--- config.mk ---
export PLATFORM = sky130hd
export DESIGN_NAME = echo_duck_and_rx_gain
export DESIGN_NICKNAME = d
export VERILOG_FILES = /design/src/edrg_pkg.sv /design/src/edrg_csr.sv /design/src/edrg_core.sv /design/src/echo_duck_and_rx_gain.sv
export VERILOG_INCLUDE_DIRS = /design/src /design/src/src
export SDC_FILE = /design/constraint.sdc
export NUM_CORES = 1
export LEC_CHECK = 0
export BUFFER_PORTS_ARGS = -buffer_cell sky130_fd_sc_hd__buf_2
export CAP_MARGIN = 20
export CORE_UTILIZATION = 64
export CTS_CLUSTER_DIAMETER = 50
export DETAILED_ROUTE_END_ITERATION = 8
export GPL_ROUTABILITY_DRIVEN = 0
export PLACE_DENSITY_LB_ADDON = 0.05
export SETUP_SLACK_MARGIN = 0.05
export SKIP_LAST_GASP = 1
export SLEW_MARGIN = 20
export SYNTH_ARGS = -nofsm -noshare
export SYNTH_HDL_FRONTEND = slang
export SYNTH_HIERARCHICAL = 1
export SYNTH_SLANG_ARGS = --single-unit
--- constraint.sdc ---
create_clock -name clock -period 9.8 [get_ports clock]
set_clock_uncertainty 0.05 [all_clocks]
set_input_delay 1.96 -clock clock [delete_from_list [all_inputs] [get_ports clock]]
set_output_delay 1.96 -clock clock [all_outputs]
set_load 0.1 [all_outputs]
--- src/assert_macros.svh ---
// Concurrent assertion helpers; expect clock and reset in scope.
`ifndef ASSERT_MACROS_SVH
`define ASSERT_MACROS_SVH

// Hold cond at every edge outside reset.
`define ASSERT_ALWAYS(label, cond, msg) \
   label: assert property (@(posedge clock) disable iff (reset) (cond)) else $error(msg);

// cause in one cycle implies effect in the same cycle.
`define ASSERT_IMPL(label, cause, effect, msg) \
   label: assert property (@(posedge clock) disable iff (reset) (cause) |-> (effect)) \
      else $error(msg);

// cause in one cycle implies effect in the next cycle.
`define ASSERT_NEXT(label, cause, effect, msg) \
   label: assert property (@(posedge clock) disable iff (reset) (cause) |=> (effect)) \
      else $error(msg);

`endif

--- src/edrg_pkg.sv ---
package edrg_pkg;

   localparam logic [1:0] FUNC_MIC  = 2'd0;
   localparam logic [1:0] FUNC_RX   = 2'd1;
   localparam logic [1:0] FUNC_IDLE = 2'd2;

   localparam logic CH_MIC = 1'b0;
   localparam logic CH_SPK = 1'b1;

   localparam logic [1:0] REG_RX_GAIN   = 2'd0;
   localparam logic [1:0] REG_DUCK_GAIN = 2'd1;
   localparam logic [1:0] REG_THRESHOLD = 2'd2;
   localparam logic [1:0] REG_HANGOVER  = 2'd3;

   localparam logic [11:0] RX_GAIN_RESET   = 12'd256;
   localparam logic [8:0]  DUCK_GAIN_RESET = 9'd256;
   localparam logic [15:0] THRESHOLD_RESET = 16'd1000;
   localparam logic [7:0]  HANGOVER_RESET  = 8'd10;

   localparam logic [8:0] DUCK_UNITY = 9'd256;

   localparam logic signed [15:0] SAMPLE_MAX = 16'sh7FFF;
   localparam logic signed [15:0] SAMPLE_MIN = -16'sh8000;

   localparam int SUM_W = 23;

   typedef struct packed {
      logic [11:0] rx_gain;
      logic [8:0]  duck_gain;
      logic [15:0] duck_threshold;
      logic [7:0]  hangover_frames;
   } cfg_type;

   typedef struct packed {
      logic [1:0]         func;
      logic signed [15:0] sample;
      logic               frame_end;
   } item_type;

   typedef struct packed {
      logic               channel;
      logic signed [15:0] sample_out;
      logic               frame_end_out;
      logic               ducked;
   } result_type;

endpackage

--- src/edrg_csr.sv ---
module edrg_csr (
   input  logic               clock,
   input  logic               reset,
   input  logic               csr_psel,
   input  logic               csr_penable,
   input  logic               csr_pwrite,
   input  logic [3:0]         csr_paddr,
   input  logic [31:0]        csr_pwdata,
   output logic [31:0]        csr_prdata,
   output logic               csr_pready,
   output edrg_pkg::cfg_type  cfg
);
   import edrg_pkg::*;

   cfg_type    cfg_ff;
   cfg_type    cfg_in;
   logic       wr_en;
   logic [1:0] index;

   assign index      = csr_paddr[3:2];
   assign wr_en      = csr_psel && csr_penable && csr_pwrite;
   assign csr_pready = 1'b1;
   assign cfg        = cfg_ff;

   always_comb begin
      cfg_in = cfg_ff;
      if (wr_en) begin
         unique case (index)
            REG_RX_GAIN:   cfg_in.rx_gain         = csr_pwdata[11:0];
            REG_DUCK_GAIN: cfg_in.duck_gain       = csr_pwdata[8:0];
            REG_THRESHOLD: cfg_in.duck_threshold  = csr_pwdata[15:0];
            REG_HANGOVER:  cfg_in.hangover_frames = csr_pwdata[7:0];
            default:       cfg_in = cfg_ff;
         endcase
      end
   end

   always_comb begin
      unique case (index)
         REG_RX_GAIN:   csr_prdata = {20'd0, cfg_ff.rx_gain};
         REG_DUCK_GAIN: csr_prdata = {23'd0, cfg_ff.duck_gain};
         REG_THRESHOLD: csr_prdata = {16'd0, cfg_ff.duck_threshold};
         REG_HANGOVER:  csr_prdata = {24'd0, cfg_ff.hangover_frames};
         default:       csr_prdata = 32'd0;
      endcase
   end

   always_ff @(posedge clock) begin
      if (reset) begin
         cfg_ff.rx_gain         <= RX_GAIN_RESET;
         cfg_ff.duck_gain       <= DUCK_GAIN_RESET;
         cfg_ff.duck_threshold  <= THRESHOLD_RESET;
         cfg_ff.hangover_frames <= HANGOVER_RESET;
      end else begin
         cfg_ff <= cfg_in;
      end
   end

endmodule

--- src/edrg_core.sv ---
module edrg_core #(
   parameter int FRAME_SAMPLES = 160
) (
   input  logic                  clock,
   input  logic                  reset,
   input  logic                  step,
   input  edrg_pkg::item_type    item,
   input  edrg_pkg::cfg_type     cfg,
   output logic                  result_valid,
   output edrg_pkg::result_type  result
);
   import edrg_pkg::*;

   localparam int CW    = $clog2(FRAME_SAMPLES + 1);
   localparam int LW    = 17 + CW;
   localparam int CMP_W = (LW > SUM_W) ? LW : SUM_W;

   logic [7:0]       hang_ff, hang_in;
   logic             latched_ff, latched_in;
   logic             mic_mid_ff, mic_mid_in;
   logic [SUM_W-1:0] sum_ff, sum_in;
   logic [CW-1:0]    count_ff, count_in;

   logic               is_mic;
   logic               latched_now;
   logic [11:0]        gain_sel;
   logic signed [12:0] gain_s;
   logic signed [28:0] prod;
   logic signed [20:0] quot;
   logic signed [15:0] scaled;
   logic [16:0]        mag;
   logic [SUM_W:0]     sum_wide;
   logic [SUM_W-1:0]   sum_sat;
   logic [CW-1:0]      count_next;
   logic [16:0]        thr_plus;
   logic [LW-1:0]      limit;
   logic               frame_done;
   logic               talking;

   assign is_mic      = (item.func == FUNC_MIC);
   assign latched_now = mic_mid_ff ? latched_ff : (hang_ff != 8'd0);

   // Shared Q8 scaler: floor by arithmetic shift, then clamp to 16 bits.
   assign gain_sel = is_mic ? {3'd0, cfg.duck_gain} : cfg.rx_gain;
   assign gain_s   = $signed({1'b0, gain_sel});
   assign prod     = item.sample * gain_s;
   assign quot     = prod[28:8];

   always_comb begin
      if (quot[20:15] == 6'b000000 || quot[20:15] == 6'b111111) begin
         scaled = quot[15:0];
      end else if (quot[20]) begin
         scaled = SAMPLE_MIN;
      end else begin
         scaled = SAMPLE_MAX;
      end
   end

   assign mag        = item.sample[15] ? 17'(-{item.sample[15], item.sample})
                                       : {1'b0, item.sample};
   assign sum_wide   = {1'b0, sum_ff} + (SUM_W + 1)'(mag);
   assign sum_sat    = sum_wide[SUM_W] ? {SUM_W{1'b1}} : sum_wide[SUM_W-1:0];
   assign count_next = count_ff + 1'b1;
   assign thr_plus   = {1'b0, cfg.duck_threshold} + 17'd1;
   assign limit      = LW'(thr_plus) * LW'(count_next);
   assign frame_done = item.frame_end || (count_next >= CW'(FRAME_SAMPLES));
   assign talking    = (CMP_W'(sum_sat) >= CMP_W'(limit)) && (cfg.duck_gain != DUCK_UNITY);

   always_comb begin
      hang_in    = hang_ff;
      latched_in = latched_ff;
      mic_mid_in = mic_mid_ff;
      sum_in     = sum_ff;
      count_in   = count_ff;

      result_valid         = 1'b0;
      result.channel       = CH_MIC;
      result.sample_out    = item.sample;
      result.frame_end_out = item.frame_end;
      result.ducked        = 1'b0;

      case (item.func)
         FUNC_MIC: begin
            result_valid      = 1'b1;
            latched_in        = latched_now;
            result.ducked     = latched_now;
            result.sample_out = latched_now ? scaled : item.sample;
            mic_mid_in        = !item.frame_end;
            if (item.frame_end && latched_now && hang_ff != 8'd0) begin
               hang_in = hang_ff - 8'd1;
            end
         end
         FUNC_RX: begin
            result_valid      = 1'b1;
            result.channel    = CH_SPK;
            result.sample_out = scaled;
            if (frame_done) begin
               if (talking) begin
                  hang_in = cfg.hangover_frames;
               end
               sum_in   = '0;
               count_in = '0;
            end else begin
               sum_in   = sum_sat;
               count_in = count_next;
            end
         end
         FUNC_IDLE: begin
            hang_in    = 8'd0;
            latched_in = 1'b0;
            mic_mid_in = 1'b0;
            sum_in     = '0;
            count_in   = '0;
         end
         default: begin
         end
      endcase
   end

   always_ff @(posedge clock) begin
      if (reset) begin
         hang_ff    <= 8'd0;
         latched_ff <= 1'b0;
         mic_mid_ff <= 1'b0;
         sum_ff     <= '0;
         count_ff   <= '0;
      end else if (step) begin
         hang_ff    <= hang_in;
         latched_ff <= latched_in;
         mic_mid_ff <= mic_mid_in;
         sum_ff     <= sum_in;
         count_ff   <= count_in;
      end
   end

`include "assert_macros.svh"

   `ASSERT_ALWAYS(a_count_in_frame, count_ff < CW'(FRAME_SAMPLES), "rx count past frame length")
   `ASSERT_IMPL(a_ducked_is_mic, result_valid && result.ducked, result.channel == CH_MIC, "ducked speaker sample")
   `ASSERT_NEXT(a_idle_clears, step && item.func == FUNC_IDLE, hang_ff == 8'd0 && !mic_mid_ff && count_ff == '0, "idle left state")

endmodule

--- src/echo_duck_and_rx_gain.sv ---
// Channel  | Direction | Payload
// req_     | in        | tuser: func[1:0]; tdata: sample[15:0]; tlast: frame_end
// rsp_     | out       | tuser: channel, ducked; tdata: sample_out[15:0]; tlast: frame_end_out
// csr_     | in        | APB registers rx_gain, duck_gain, duck_threshold, hangover_frames
//
// One transaction per cycle while rsp_ is not stalled; req_ passes through the input register,
// then the core's combinational scale/accumulate/compare into the output register to rsp_.
// Idle transactions clear ducking state; idle and unused selector ones produce no result.
// A stall on rsp_ holds both stages; req_tready falls only when both are full.
// Reset is synchronous and clears all ducking state; registers return to defaults.
module echo_duck_and_rx_gain #(
   parameter int FRAME_SAMPLES = 160
) (
   input  logic         clock,
   input  logic         reset,
   input  logic         req_tvalid,
   output logic         req_tready,
   input  logic [15:0]  req_tdata,   // sample[15:0]
   input  logic [1:0]   req_tuser,   // func[1:0]
   input  logic         req_tlast,
   output logic         rsp_tvalid,
   input  logic         rsp_tready,
   output logic [15:0]  rsp_tdata,   // sample_out[15:0]
   output logic [1:0]   rsp_tuser,   // channel, ducked
   output logic         rsp_tlast,
   input  logic         csr_psel,
   input  logic         csr_penable,
   input  logic         csr_pwrite,
   input  logic [3:0]   csr_paddr,
   input  logic [31:0]  csr_pwdata,
   output logic [31:0]  csr_prdata,
   output logic         csr_pready
);
   import edrg_pkg::*;

   cfg_type    cfg;
   item_type   item_ff, item_in;
   logic       in_valid_ff, in_valid_in;
   result_type out_ff, out_in;
   logic       out_valid_ff, out_valid_in;
   result_type core_result;
   logic       core_valid;
   logic       advance;
   logic       step;

   edrg_csr u_csr (
      .clock       (clock),
      .reset       (reset),
      .csr_psel    (csr_psel),
      .csr_penable (csr_penable),
      .csr_pwrite  (csr_pwrite),
      .csr_paddr   (csr_paddr),
      .csr_pwdata  (csr_pwdata),
      .csr_prdata  (csr_prdata),
      .csr_pready  (csr_pready),
      .cfg         (cfg)
   );

   edrg_core #(
      .FRAME_SAMPLES (FRAME_SAMPLES)
   ) u_core (
      .clock        (clock),
      .reset        (reset),
      .step         (step),
      .item         (item_ff),
      .cfg          (cfg),
      .result_valid (core_valid),
      .result       (core_result)
   );

   assign advance    = !out_valid_ff || rsp_tready;
   assign step       = in_valid_ff && advance;
   assign req_tready = !in_valid_ff || advance;

   always_comb begin
      in_valid_in = in_valid_ff;
      item_in     = item_ff;
      if (req_tready) begin
         in_valid_in = req_tvalid;
         item_in     = '{func: req_tuser, sample: req_tdata, frame_end: req_tlast};
      end
      out_valid_in = out_valid_ff;
      out_in       = out_ff;
      if (advance) begin
         out_valid_in = step && core_valid;
         out_in       = core_result;
      end
   end

   always_ff @(posedge clock) begin
      if (reset) begin
         in_valid_ff  <= 1'b0;
         out_valid_ff <= 1'b0;
      end else begin
         in_valid_ff  <= in_valid_in;
         out_valid_ff <= out_valid_in;
      end
   end

   always_ff @(posedge clock) begin
      item_ff <= item_in;
      out_ff  <= out_in;
   end

   assign rsp_tvalid = out_valid_ff;
   assign rsp_tdata  = out_ff.sample_out;
   assign rsp_tuser  = {out_ff.ducked, out_ff.channel};
   assign rsp_tlast  = out_ff.frame_end_out;

`include "assert_macros.svh"

   `ASSERT_NEXT(a_idle_no_result, step && item_ff.func == FUNC_IDLE, !rsp_tvalid, "result from idle")

endmodule

==> impl_results.md <==
* Result of the run: completed
* Width of the die at ~170 µm
* Pin count of the biggest net entering global routing at 84
* Number of warnings issued by yosys at 6
* Number of flops mapped to enable cells by yosys at 38
* Element type at the critical path end: flip-flop
* Biggest cell delay along the critical path at ~0.76 ns
* Initial antenna violation count at 1
* Slew at the pin closest to its max-slew limit at roughly 1.1 ns
* Worst IR Drop VDD at between 100 and 150 µV
* FMAX at approximately 110 MHz
* Path type of the worst setup path: reg -> reg
* Insertion delay of the later-clocked pin in the worst-skew pair at approximately 0.43 ns
* Die height at 175 µm
* Total overflow reported by the global router at 0
* DRC errors left at 0
* Stages on worst setup path at 22
* WP data arrival at slightly above 9 ns
* Post-detailed-routing wire length at roughly 46000 µm
* Leakage at approximately 10 nW
* Dominant cell type by count on the critical path: fa_1
* CP top delay family: adder cells
* Clk sinks at roughly 130
* Number of setup buffers added after CTS at 0
* Routed length on met3 at 3610 µm
* Number of cells traversed by the worst hold path at 2
* Wire length of the first global-routing pass at 78000 µm
* Number of setup violations in the final report at 0
* Total CTS buffers at 17
* Fraction of layout cells with a size suffix above 1 at 0.0851
* Number of detailed-routing iterations run before antenna repair at 6
* Uppermost layer routed: met5
* Routed len/inst at 18.0 µm
* Hold WS at between 0.3 and 0.4 ns
* Endpoint required time on the critical path at between 10 and 15 ns
* Number of instances in the synthesized netlist at roughly 2100
* H-tree depth reported by CTS at 4
* RSZ-0062 raised after global routing: no
* Post-layout net count at ~2700
* Routed via count divided by cell count at about 6
* Critical-path cell list: inv_1, ha_1, mux2_2, and2_1, fa_1, fa_1, fa_1, inv_1, fa_1, inv_1, fa_1, ha_1, nand4_1, or4_1, a211oi_1, nor3_1, o31a_1, xnor2_1, nand4_1, o21ai_2, nand2_1, o21ai_0
* CTS root buf: clkbuf_16
* Initial core utilization at 0.658
* CTS tree: done
* Maximum clock path buffer count at 2
* Final antenna-violating net count at 0
* HPWL after detailed placement at approximately 36000 µm
* Hold Vio Cnt, Final at 0
* Max-cap violations at 0
* Total negative slack at 0 ns
* Hold Crit Class: reg -> reg
* Initial detailed-routing violation count at ~1200
* End-of-flow core utilization at 0.698
* Area growth from synthesis to layout at 6.05%
* Final critical-path required period at ~9.0 ns
* Final Slew Violations at 0
* Flip-flop and latch count after synthesis at about 130
* Post-cts gate resize count at 0
* Crit share post-route at 0.917
* Total placed cells including tap cells at between 2000 and 3000
* Relative max-transition margin at 0.283
* Power density cells at around 90 nW/µm²
* Most common flop cell mapped by yosys: dfxtp_1
* Placeable core region at 29000 µm²
* Critical path buffers and inverters at 3
* I/O Buffers at 80
* Critical Path Fanout Max at 17
* Count of distinct cell types in the synthesized netlist at 75
* Worst-path clk slew at around 0.06 ns
* Finished Layout Cells at ~2600
* CTS Hold Bufs at 0
* R2r worst-path depth at 22
* Number of global-route vias before repair at ~16000
* Slowest cell on crit path: ha_1
* Netlist area before placement at ~19000 µm²
* Ys async rst share at 0
* I/O Pins at between 100 and 150
* Avg Inst Size Synth at slightly below 9 µm²
* Register area share after synthesis at 0.152
* Die footprint at 30500 µm²
* Wire length the detailed router placed on met1 at between 20000 and 25000 µm
* FF-to-FF setup slack at 0.81 ns
* Fill count at approximately 2300
* Via count of the routed design at 15200
* Global routing usage summed across all routing layers at 0.322
* Met2 routed wirelength at 21700 µm
* Site row count at between 60 and 70
* CP startpoint kind: flip-flop
-- layout by cell type (no fill, tap or decap), types with 39 or more instances in the layout --
master	n
inv_1	316
dfxtp_1	88
and2_1	73
ha_1	157
o21ai_0	57
buf_2	80
xor2_1	39
nand2_1	181
nor2_1	189
a21oi_1	75
mux2i_1	55
xnor2_1	62
nand2b_1	77
fa_1	268
-- routing by layer --
| layer | track usage | vias to the layer above |
|---|---|---|
| li1 | - | 6977 |
| met1 | 0.447 | 7570 |
| met2 | 0.525 | 586 |
| met3 | 0.0605 | 62 |
| met4 | 0.0681 | 2 |
| met5 | 0 | - |
-- worst paths after layout --
check | startpoint | endpoint
setup / recovery | item_ff[17]$_DFFE_PP_ | rsp_tdata[12]$_DFFE_PP_
hold / removal | u_core/latched_ff$_SDFFE_PP0P_ | u_core/latched_ff$_SDFFE_PP0P_
setup reg to reg | item_ff[17]$_DFFE_PP_ | rsp_tdata[12]$_DFFE_PP_
hold reg to reg | u_core/latched_ff$_SDFFE_PP0P_ | u_core/latched_ff$_SDFFE_PP0P_
-- cell type report --
cell class,instances,area (µm²),area share
diodes,2,5.00,0.000247
clock buffers,19,443,0.0219
clock inverters,13,106,0.00525
inverters,317,1190,0.0587
multi-input cells,1611,14600,0.719
flip-flops and latches,126,2900,0.143
well taps,384,480,0.0237
repair buffers,100,554,0.0274
-- logic make-up (layout without fill, tap and decap cells) --
group           count (synthesis)  in the layout  share of synthesized area
xor+xnor                      102            102                     0.0468
flops                         126            126                      0.152
other cells                     3             20                   0.000590
simple gates                  695            695                      0.180
buf+inv                       420            449                     0.0893
mux                            71             71                     0.0436
fa+ha+maj                     425            425                      0.384
compound gates                300            300                      0.104
-- power by group --
part	leakage [nW]	switching, mW	internal [mW]
logic	8.59	0.431	0.188
clock network	0.263	0.268	0.335
registers	1.12	0.0360	0.568
-- per-stage QoR --
| step | area (µm²) | total power [mW] | setup WS [ns] |
|---|---|---|---|
| CTS | 20200 | 1.83 | 0.975 |
| detailed placement | 19700 | 1.23 | 1.01 |
| global placement | 19700 | 1.21 | 1.14 |
| floorplan | 19200 | 1.11 | 2.33 |
| global route | 20200 | 1.92 | 0.418 |
| finish | 20300 | 1.83 | 0.813 |
-- registers in the layout, indices dropped and copies added, names as in the netlist, 2 cells and up --
name / flops
rsp_tdata: 16
u_core/hang_ff: 8
u_core/count_ff: 8
u_csr/cfg: 45
u_core/sum_ff: 23
rsp_tuser: 2
item_ff: 19
-- Yosys cell counts, drive strengths merged (8+ instances only) --
library cell | count | share of area
mux2i | 55 | 0.029
and3 | 16 | 0.0052
nand2 | 181 | 0.036
nor2 | 189 | 0.037
a21o | 30 | 0.012
clkbuf | 69 | 0.014
edfxtp | 38 | 0.060
dfxtp | 88 | 0.092
nand4 | 12 | 0.0039
nor2b | 35 | 0.011
mux2 | 8 | 0.0049
inv | 316 | 0.062
a22o | 17 | 0.0078
mux4 | 8 | 0.0098
o21ai | 58 | 0.015
a211oi | 17 | 0.0069
and2 | 74 | 0.024
nand2b | 77 | 0.025
fa | 268 | 0.28
o211ai | 11 | 0.0043
xor2 | 39 | 0.018
ha | 157 | 0.10
nor3 | 12 | 0.0031
a31oi | 11 | 0.0036
o31ai | 8 | 0.0031
o21bai | 11 | 0.0043
nor4 | 10 | 0.0041
or2 | 22 | 0.0072
xnor2 | 63 | 0.029
nand3 | 33 | 0.0089
a21oi | 76 | 0.020
o21a | 16 | 0.0063
buf | 34 | 0.013
-- worst register-to-register path, stage by stage (launching register included) --
cell and delay (ns):
edfxtp_1 0.42, inv_1 0.11, ha_1 0.76, mux2_2 0.61, and2_1 0.29, fa_1 0.57, fa_1 0.63, fa_1 0.58
inv_1 0.06, fa_1 0.53, inv_1 0.05, fa_1 0.44, ha_1 0.46, nand4_1 0.22, or4_1 0.57, a211oi_1 0.32
nor3_1 0.24, o31a_1 0.36, xnor2_1 0.32, nand4_1 0.24, o21ai_2 0.46, nand2_1 0.29, o21ai_0 0.25
(Power assumes the default switching activity.)
